==> src/assert_macros.svh <==
// Concurrent assertion macros shared by the RTL.
`ifndef ASSERT_MACROS_SVH
`define ASSERT_MACROS_SVH

`ifndef SYNTHESIS

// Property must hold at every rising clock edge outside reset.
`define AM_ASSERT(lbl, clk, rst_n, prop) \
  lbl: assert property (@(posedge clk) disable iff (!rst_n) (prop)) \
    else $error("assertion failed");

// Condition must never be seen at a rising clock edge outside reset.
`define AM_ASSERT_NEVER(lbl, clk, rst_n, cond) \
  lbl: assert property (@(posedge clk) disable iff (!rst_n) !(cond)) \
    else $error("forbidden condition seen");

`else

`define AM_ASSERT(lbl, clk, rst_n, prop)
`define AM_ASSERT_NEVER(lbl, clk, rst_n, cond)

`endif

`endif

==> src/dpp_pkg.sv <==
// Package: constants and types of the decimal progress parser.
`timescale 1ns / 1ps
package dpp_pkg;

  localparam int unsigned DEF_BUFFER_CAPACITY = 32;

  localparam int unsigned BYTE_W  = 8;
  localparam int unsigned VALUE_W = 7;

  localparam logic [BYTE_W-1:0]  DIGIT_LOW    = 8'h30;
  localparam logic [BYTE_W-1:0]  DIGIT_HIGH   = 8'h39;
  localparam logic [VALUE_W-1:0] PROGRESS_MAX = 7'd100;
  localparam logic [VALUE_W-1:0] VALUE_SAT    = 7'd101;

  // Wide enough for 101 * 10 + 9.
  localparam int unsigned ACC_W = 10;

  // Width of the packed result data (progress padded to a byte).
  localparam int unsigned OUT_DATA_W = 8;

  // One result request from the update logic to the output stage.
  typedef struct packed {
    logic                 emit;
    logic [VALUE_W-1:0]   progress;
  } dpp_result_t;

endpackage

==> src/decimal_progress_parser_core.sv <==
// Top level: decimal progress parser, byte stream in, progress reports out.
`timescale 1ns / 1ps
// Usage:
//   in_*  : one text byte per request in in_tdata; in_tlast marks the last
//           byte of a read chunk. Digit runs are collected across bytes and
//           across chunk boundaries; any non-digit ends a run.
//   out_* : one request per new progress percentage (1..100), sent on the
//           byte that carries in_tlast when the pending value of that chunk
//           is nonzero and differs from the previous report.
//   Path: a taken byte waits in the input register, is evaluated once the
//     output stage has space, and its report is registered there for out_tdata.
//   Throughput: 1 byte per cycle while the output stage has space; the
//     run/state update loop and the input register set that figure.
//   Stall: a two-entry output stage (register plus skid) absorbs results
//     while out_tready is low; once both entries are full the byte in the
//     input register waits and in_tready drops. in_tready does not depend
//     combinationally on out_tready.
//   Reset: rst_n low (synchronous) empties both stages and clears the run,
//     pending progress and last reported value to zero.
`include "assert_macros.svh"
module decimal_progress_parser_core #(
  parameter int unsigned BUFFER_CAPACITY = dpp_pkg::DEF_BUFFER_CAPACITY
) (
  input  logic                           clk,
  input  logic                           rst_n,
  input  logic                           in_tvalid,
  output logic                           in_tready,
  input  logic [dpp_pkg::BYTE_W-1:0]     in_tdata,   // [7:0] data_byte
  input  logic                           in_tlast,   // chunk_end
  output logic                           out_tvalid,
  input  logic                           out_tready,
  output logic [dpp_pkg::OUT_DATA_W-1:0] out_tdata   // [6:0] progress, [7] zero
);

  localparam int unsigned LEN_W = $clog2(BUFFER_CAPACITY);

  // input register
  logic                         in_vld_r;
  logic [dpp_pkg::BYTE_W-1:0]   in_byte_r;
  logic                         in_last_r;

  // parser state
  logic [LEN_W-1:0]             run_length_r, run_length_nxt;
  logic [dpp_pkg::VALUE_W-1:0]  run_value_r, run_value_nxt;
  logic [dpp_pkg::VALUE_W-1:0]  chunk_progress_r, chunk_progress_nxt;
  logic [dpp_pkg::VALUE_W-1:0]  last_reported_r, last_reported_nxt;

  dpp_pkg::dpp_result_t         result;
  logic                         space;
  logic                         consume;
  logic                         push;
  logic                         in_take;
  logic [dpp_pkg::VALUE_W-1:0]  out_data;
  logic                         out_in_range;

  // held byte is evaluated once the output stage can take a result
  assign consume   = in_vld_r && space;
  assign push      = consume && result.emit;
  assign in_tready = !in_vld_r || consume;
  assign in_take   = in_tvalid && in_tready;

  always_ff @(posedge clk) begin
    if (!rst_n) begin
      in_vld_r <= 1'b0;
    end else if (in_tready) begin
      in_vld_r <= in_tvalid;
    end
  end

  always_ff @(posedge clk) begin
    if (in_take) begin
      in_byte_r <= in_tdata;
      in_last_r <= in_tlast;
    end
  end

  dpp_run_update #(
    .BUFFER_CAPACITY (BUFFER_CAPACITY)
  ) u_update (
    .data_byte          (in_byte_r),
    .chunk_end          (in_last_r),
    .run_length         (run_length_r),
    .run_value          (run_value_r),
    .chunk_progress     (chunk_progress_r),
    .last_reported      (last_reported_r),
    .run_length_nxt     (run_length_nxt),
    .run_value_nxt      (run_value_nxt),
    .chunk_progress_nxt (chunk_progress_nxt),
    .last_reported_nxt  (last_reported_nxt),
    .result             (result)
  );

  always_ff @(posedge clk) begin
    if (!rst_n) begin
      run_length_r     <= '0;
      run_value_r      <= '0;
      chunk_progress_r <= '0;
      last_reported_r  <= '0;
    end else if (consume) begin
      run_length_r     <= run_length_nxt;
      run_value_r      <= run_value_nxt;
      chunk_progress_r <= chunk_progress_nxt;
      last_reported_r  <= last_reported_nxt;
    end
  end

  dpp_out_skid u_out (
    .clk        (clk),
    .rst_n      (rst_n),
    .push       (push),
    .push_data  (result.progress),
    .space      (space),
    .out_tvalid (out_tvalid),
    .out_tready (out_tready),
    .out_data   (out_data)
  );

  assign out_tdata = {1'b0, out_data};

  assign out_in_range = (out_data != '0) && (out_data <= dpp_pkg::PROGRESS_MAX);

  // reported values stay in 1..100
  `AM_ASSERT(a_out_range, clk, rst_n, out_tvalid |-> out_in_range)
  // accumulator never passes its saturation value
  `AM_ASSERT_NEVER(a_run_sat, clk, rst_n, run_value_r > dpp_pkg::VALUE_SAT)
  // a new report always differs from the previous one
  `AM_ASSERT(a_report_new, clk, rst_n, push |-> (result.progress != last_reported_r))
  // after a report, the stored value follows it
  `AM_ASSERT(a_report_store, clk, rst_n, push |=> (last_reported_r == $past(result.progress)))

endmodule

==> src/dpp_run_update.sv <==
// Combinational digit-run accumulate and chunk report decision.
`timescale 1ns / 1ps
module dpp_run_update #(
  parameter int unsigned BUFFER_CAPACITY = dpp_pkg::DEF_BUFFER_CAPACITY,
  localparam int unsigned LEN_W = $clog2(BUFFER_CAPACITY)
) (
  input  logic [dpp_pkg::BYTE_W-1:0]  data_byte,
  input  logic                        chunk_end,
  input  logic [LEN_W-1:0]            run_length,
  input  logic [dpp_pkg::VALUE_W-1:0] run_value,
  input  logic [dpp_pkg::VALUE_W-1:0] chunk_progress,
  input  logic [dpp_pkg::VALUE_W-1:0] last_reported,
  output logic [LEN_W-1:0]            run_length_nxt,
  output logic [dpp_pkg::VALUE_W-1:0] run_value_nxt,
  output logic [dpp_pkg::VALUE_W-1:0] chunk_progress_nxt,
  output logic [dpp_pkg::VALUE_W-1:0] last_reported_nxt,
  output dpp_pkg::dpp_result_t        result
);

  localparam logic [LEN_W-1:0] RUN_MAX = LEN_W'(BUFFER_CAPACITY - 1);

  logic                        is_digit;
  logic [dpp_pkg::ACC_W-1:0]   acc;
  logic [dpp_pkg::VALUE_W-1:0] pending;

  assign is_digit = (data_byte >= dpp_pkg::DIGIT_LOW) && (data_byte <= dpp_pkg::DIGIT_HIGH);

  // value * 10 + digit, as two shifts and adds
  assign acc = ({3'b000, run_value} << 3) + ({3'b000, run_value} << 1)
             + dpp_pkg::ACC_W'(data_byte[3:0]);

  always_comb begin
    run_length_nxt = run_length;
    run_value_nxt  = run_value;
    pending        = chunk_progress;
    if (is_digit && (run_length < RUN_MAX)) begin
      run_value_nxt  = (acc > dpp_pkg::ACC_W'(dpp_pkg::VALUE_SAT)) ? dpp_pkg::VALUE_SAT
                                                                 : acc[dpp_pkg::VALUE_W-1:0];
      run_length_nxt = run_length + LEN_W'(1);
    end else begin
      // run ends; in-range value becomes pending progress
      if ((run_length != '0) && (run_value <= dpp_pkg::PROGRESS_MAX)) begin
        pending = run_value;
      end
      run_length_nxt = '0;
      run_value_nxt  = '0;
    end
  end

  always_comb begin
    result.emit        = 1'b0;
    result.progress    = pending;
    chunk_progress_nxt = pending;
    last_reported_nxt  = last_reported;
    if (chunk_end) begin
      if ((pending != '0) && (pending != last_reported)) begin
        result.emit       = 1'b1;
        last_reported_nxt = pending;
      end
      chunk_progress_nxt = '0;
    end
  end

endmodule

==> src/dpp_out_skid.sv <==
// Output register with one skid entry for the result channel.
`timescale 1ns / 1ps
module dpp_out_skid (
  input  logic                        clk,
  input  logic                        rst_n,
  input  logic                        push,
  input  logic [dpp_pkg::VALUE_W-1:0] push_data,
  output logic                        space,
  output logic                        out_tvalid,
  input  logic                        out_tready,
  output logic [dpp_pkg::VALUE_W-1:0] out_data
);

  logic                        main_vld_r, main_vld_nxt;
  logic                        skid_vld_r, skid_vld_nxt;
  logic [dpp_pkg::VALUE_W-1:0] main_r, main_nxt;
  logic [dpp_pkg::VALUE_W-1:0] skid_r, skid_nxt;
  logic                        pop;

  assign pop        = main_vld_r && out_tready;
  assign space      = !skid_vld_r;
  assign out_tvalid = main_vld_r;
  assign out_data   = main_r;

  always_comb begin
    main_vld_nxt = main_vld_r;
    main_nxt     = main_r;
    skid_vld_nxt = skid_vld_r;
    skid_nxt     = skid_r;
    if (pop) begin
      if (skid_vld_r) begin
        // push is held off while skid is full
        main_nxt     = skid_r;
        skid_vld_nxt = 1'b0;
      end else begin
        main_vld_nxt = push;
        main_nxt     = push_data;
      end
    end else if (push) begin
      if (!main_vld_r) begin
        main_vld_nxt = 1'b1;
        main_nxt     = push_data;
      end else begin
        skid_vld_nxt = 1'b1;
        skid_nxt     = push_data;
      end
    end
  end

  always_ff @(posedge clk) begin
    if (!rst_n) begin
      main_vld_r <= 1'b0;
      skid_vld_r <= 1'b0;
    end else begin
      main_vld_r <= main_vld_nxt;
      skid_vld_r <= skid_vld_nxt;
    end
  end

  always_ff @(posedge clk) begin
    main_r <= main_nxt;
    skid_r <= skid_nxt;
  end

endmodule

==> config.mk <==
export PLATFORM = sky130hd
export DESIGN_NAME = decimal_progress_parser_core
export DESIGN_NICKNAME = d
export VERILOG_FILES = /design/src/dpp_pkg.sv /design/src/decimal_progress_parser_core.sv /design/src/dpp_run_update.sv /design/src/dpp_out_skid.sv
export VERILOG_INCLUDE_DIRS = /design/src /design/src/src
export SDC_FILE = /design/constraint.sdc
export NUM_CORES = 1
export LEC_CHECK = 0
export BUFFER_PORTS_ARGS = -buffer_cell sky130_fd_sc_hd__buf_2
export CAP_MARGIN = 25
export CORE_AREA = 3 3 88 90
export CTS_CLUSTER_DIAMETER = 30
export CTS_CLUSTER_SIZE = 30
export DETAILED_ROUTE_END_ITERATION = 8
export DIE_AREA = 0 0 91 93
export MAX_ROUTING_LAYER = met4
export PLACE_DENSITY = 0.72
export SKIP_LAST_GASP = 1
export SLEW_MARGIN = 20
export SYNTH_ARGS = -nofsm -noshare
export SYNTH_HDL_FRONTEND = slang
export SYNTH_HIERARCHICAL = 1
export SYNTH_SLANG_ARGS = --single-unit
==> constraint.sdc <==
create_clock -name clk -period 5.8 [get_ports clk]
set_input_delay 1.16 -clock clk [delete_from_list [all_inputs] [get_ports clk]]
set_output_delay 1.16 -clock clk [all_outputs]
set_load 0.01 [all_outputs]
==> key figures <==
Outcome
  – Status: complete, no violations

Worst setup path
  – Crit path max fanout: 7
  – CP endpoint kind: flip-flop
  – WP data required: 6040 ps
  – Critical Path Source Type: flip-flop
  – Crit path DAT: around 3700 ps
  – Setup CP Type: flip-flop to flip-flop

Global route
  – Grt total ovfl: 0
  – Largest net degree at the start of global routing: 56
  – Via count of the first global-routing pass: 2,226
  – Global-route wire length before repair: about 10 mm
  – Top Usage Layer GRT: met2
  – Met1 Use GR: 0.1924
  – GRT Util Overall: 0.1553
  – Antenna violations before repair: 0
  – Met2 Resource Use GR: 0.2575
  – Met3 GRT Util: 0.02735

Floorplan
  – Initial Util: 0.4397
  – Core Region: 0.007137 sq mm
  – Rows: 31
  – Die H: just over 90 um
  – Die width: 91 um
  – Die ar.: ~0.0085 sq mm
  – I/O Pins: 23

Detailed routing
  – DRT iter0 DRCs: roughly 170
  – Drt wl/cell: 14.56 um
  – Detailed-route via count: 2,360
  – Routed Antenna Nets: 0
  – Drc violations: 0
  – Drt total wl: 6.202 mm
  – Vias per cell: between 5 and 6
  – DRT Pass-1 Iters: 5

Cells and area
  – Post-route cell area: 0.003361 sq mm
  – Fraction of layout cells with a size suffix above 1: 0.2324
  – Finished Layout Cells: 426
  – P&R area growth vs syn: 7.097%
  – Fin nets: between 300 and 400
  – Core Util, Final: 0.4709
  – Diodes inserted: 0

Clocking
  – CTS Root Cell: clkbuf_8
  – Post-CTS Setup Bufs: 0
  – Total CTS buffers: 5
  – Clock Latency Late Sink: between 300 and 400 ps
  – Post-CTS sizing: 0
  – CTS H-tree lvls: 2
  – Num Clock Sinks: 52
  – CTS tree: yes
  – Clk buf depth: 2
  – Post-CTS Hold Fix Bufs: 0
  – Clock slew at the register clock pins of the worst setup and hold paths: roughly 90 ps

Synthesis
  – Unique masters post-synth: 49
  – Yosys reg bits: 52
  – Mapped Avg Cell Area: 10.03 sq um
  – Syn nets: around 340
  – Ys Warns: 6
  – Cell Area, Synth: between 0.003 and 0.004 sq mm
  – EDFF count, synth: 23
  – Ys flop type: dfxtp_1
  – Sequential cell area fraction in the yosys report: 0.4051
  – Post-Syn Instances: about 310
  – Synth async-reset ratio: 0

Min path
  – Class of the worst hold path: flip-flop to flip-flop

STA
  – F_max: roughly 0.3 GHz
  – Crit share post-route: 0.5898
  – Worst-margin pin slew: 920.9 ps
  – Final setup viols: 0
  – Slew Viols, Final: 0
  – Final worst slack: around 2400 ps
  – Slew HR: 0.3861
  – Final Critical Period: around 3400 ps
  – RSZ-0062 raised after global routing: no
  – Clock skew: approximately 13 ps
  – Hold Vio Cnt, Final: 0
  – Fin Setup TNS: 0 ps

Pwr
  – Maximum vdd drop: 0.0001223 V
  – Power per Cell Area: 187.8 mW/mm^2
  – Pleak: 0.001339 uW

Placement
  – RePlAce Congestion: between 0.9 and 1
  – Dpl cells: between 400 and 500
  – Place WS: roughly 2200 ps
  – Post-DP HPWL: 4.214 mm
  – # port buffers: 21
  – Placed Area: about 0.0032 sq mm

Flow run
  – MaxCap Viol Count: 0
## metal layers
metal	up-vias	share of wire
met5	-	0
met4	0	0.017
met3	9	0.028
met2	31	0.49
met1	1152	0.47
li1	1168	-
## final cells by class
| type | count | area [sq um] |
|---|---|---|
| clock inverters | 1 | 7.507 |
| flip-flops and latches | 52 | 1271 |
| clock buffers | 7 | 86.33 |
| well taps | 99 | 123.9 |
| multi-input cells | 226 | 1675 |
| repair buffers | 24 | 132.6 |
| fillers | 672 | 3776 |
| inverters | 17 | 63.81 |
## power breakdown
group / leakage, uW / total (uW) / internal (uW) / switching [uW]
Combinational: 0.000855 / 27.8 / 8.19 / 19.7
Sequential: 0.000440 / 388 / 385 / 3.56
Clock: 0.0000445 / 215 / 97.2 / 118
Total: 0.00134 / 631 / 490 / 141
## synthesized netlist by cell type (2+ instances only)
cell type / count / share of area
a2111oi_0: 3 / 0.0084
mux2i_1: 3 / 0.0096
a21o_1: 2 / 0.0048
edfxtp_1: 23 / 0.22
a21boi_0: 2 / 0.0048
nand2_1: 33 / 0.039
fa_1: 2 / 0.013
mux2_2: 14 / 0.050
nor4b_1: 2 / 0.0056
buf_2: 9 / 0.014
nor4_1: 2 / 0.0040
nor2b_1: 8 / 0.016
and4_1: 2 / 0.0056
o21ai_2: 20 / 0.056
mux2_4: 5 / 0.024
nand3_1: 6 / 0.0096
nor2_1: 15 / 0.018
xnor2_1: 5 / 0.014
and3_1: 3 / 0.0060
and2_1: 2 / 0.0040
nor3_1: 2 / 0.0032
ha_1: 15 / 0.060
buf_6: 4 / 0.014
xor2_1: 11 / 0.031
a21oi_1: 8 / 0.013
a211o_1: 2 / 0.0056
o21ai_0: 11 / 0.018
inv_1: 17 / 0.020
nand4_1: 27 / 0.054
dfxtp_1: 29 / 0.19
buf_4: 5 / 0.012
o21a_1: 2 / 0.0048
o211ai_1: 3 / 0.0072
## state kept, by name, indices dropped and copies added, names as in the netlist
signal            flops
in_byte_r             8
u_out/skid_r          7
in_vld_r              1
last_reported_r       7
run_length_r          5
u_out/skid_vld_r      1
u_out/out_data        7
run_value_r           7
chunk_progress_r      7
in_last_r             1
u_out/out_tvalid      1
## logic make-up after synthesis
| kind of cell | Yosys count | share of synthesized area |
|---|---|---|
| DFF | 52 | 0.4051 |
| adders and majority gates | 17 | 0.07257 |
| and+or+nand+nor | 110 | 0.1902 |
| xor gates and xnor gates | 16 | 0.04466 |
| AOI/OAI and AO/OA | 60 | 0.1415 |
| other | 1 | 0.001195 |
| muxes | 22 | 0.08373 |
| buffers and inverters | 35 | 0.06100 |
## layout by cell type, fill, tap and decap left out, types with 2 or more instances in the layout
master / instances
a21oi_1: 8
fa_1: 2
a211o_1: 2
o21ai_0: 11
nor4b_1: 2
nand3_1: 6
clkbuf_8: 6
nor2_1: 15
a2111oi_0: 3
mux2i_1: 3
and4_1: 2
dfxtp_1: 29
o21a_1: 2
mux2_4: 5
ha_1: 15
nor2b_1: 8
a21boi_0: 2
nor4_1: 2
o21ai_2: 20
nand2_1: 33
xor2_1: 11
xnor2_1: 5
nand4_1: 27
inv_1: 17
and2_1: 2
and3_1: 3
a21o_1: 2
buf_2: 21
nor3_1: 2
o211ai_1: 3
mux2_2: 14
edfxtp_1: 23
## stage by stage
step / power, uW / hold slack, ps
global route: 655.5 / 511.4
floorplan: 418.3 / 451.8
CTS: 633.9 / 487.2
finish: 631.3 / 483.3
global placement: 422.3 / 466.1
detailed placement: 423.2 / 474.8
## worst max-delay path: stages (launching register included)
cell and delay, ps:
dfxtp_1 460, inv_1 100, fa_1 570, inv_1 60
ha_1 290, a21o_1 200, a211o_1 290, a21oi_1 210
o2bb2ai_1 160, xor2_1 150, and4_1 330, nor4b_1 320
nand4_1 160, o21ai_2 80
## final timing paths
path / cells after the start / start / slack [ps] / to
max: 13 / run_value_r[0] / 2380 / run_value_r[4]
min: 2 / last_reported_r[2] / 480 / last_reported_r[2]
max reg2reg: 13 / run_value_r[0] / 2380 / run_value_r[4]
min reg2reg: 2 / last_reported_r[2] / 480 / last_reported_r[2]
Power figures use the tool's default switching activity.
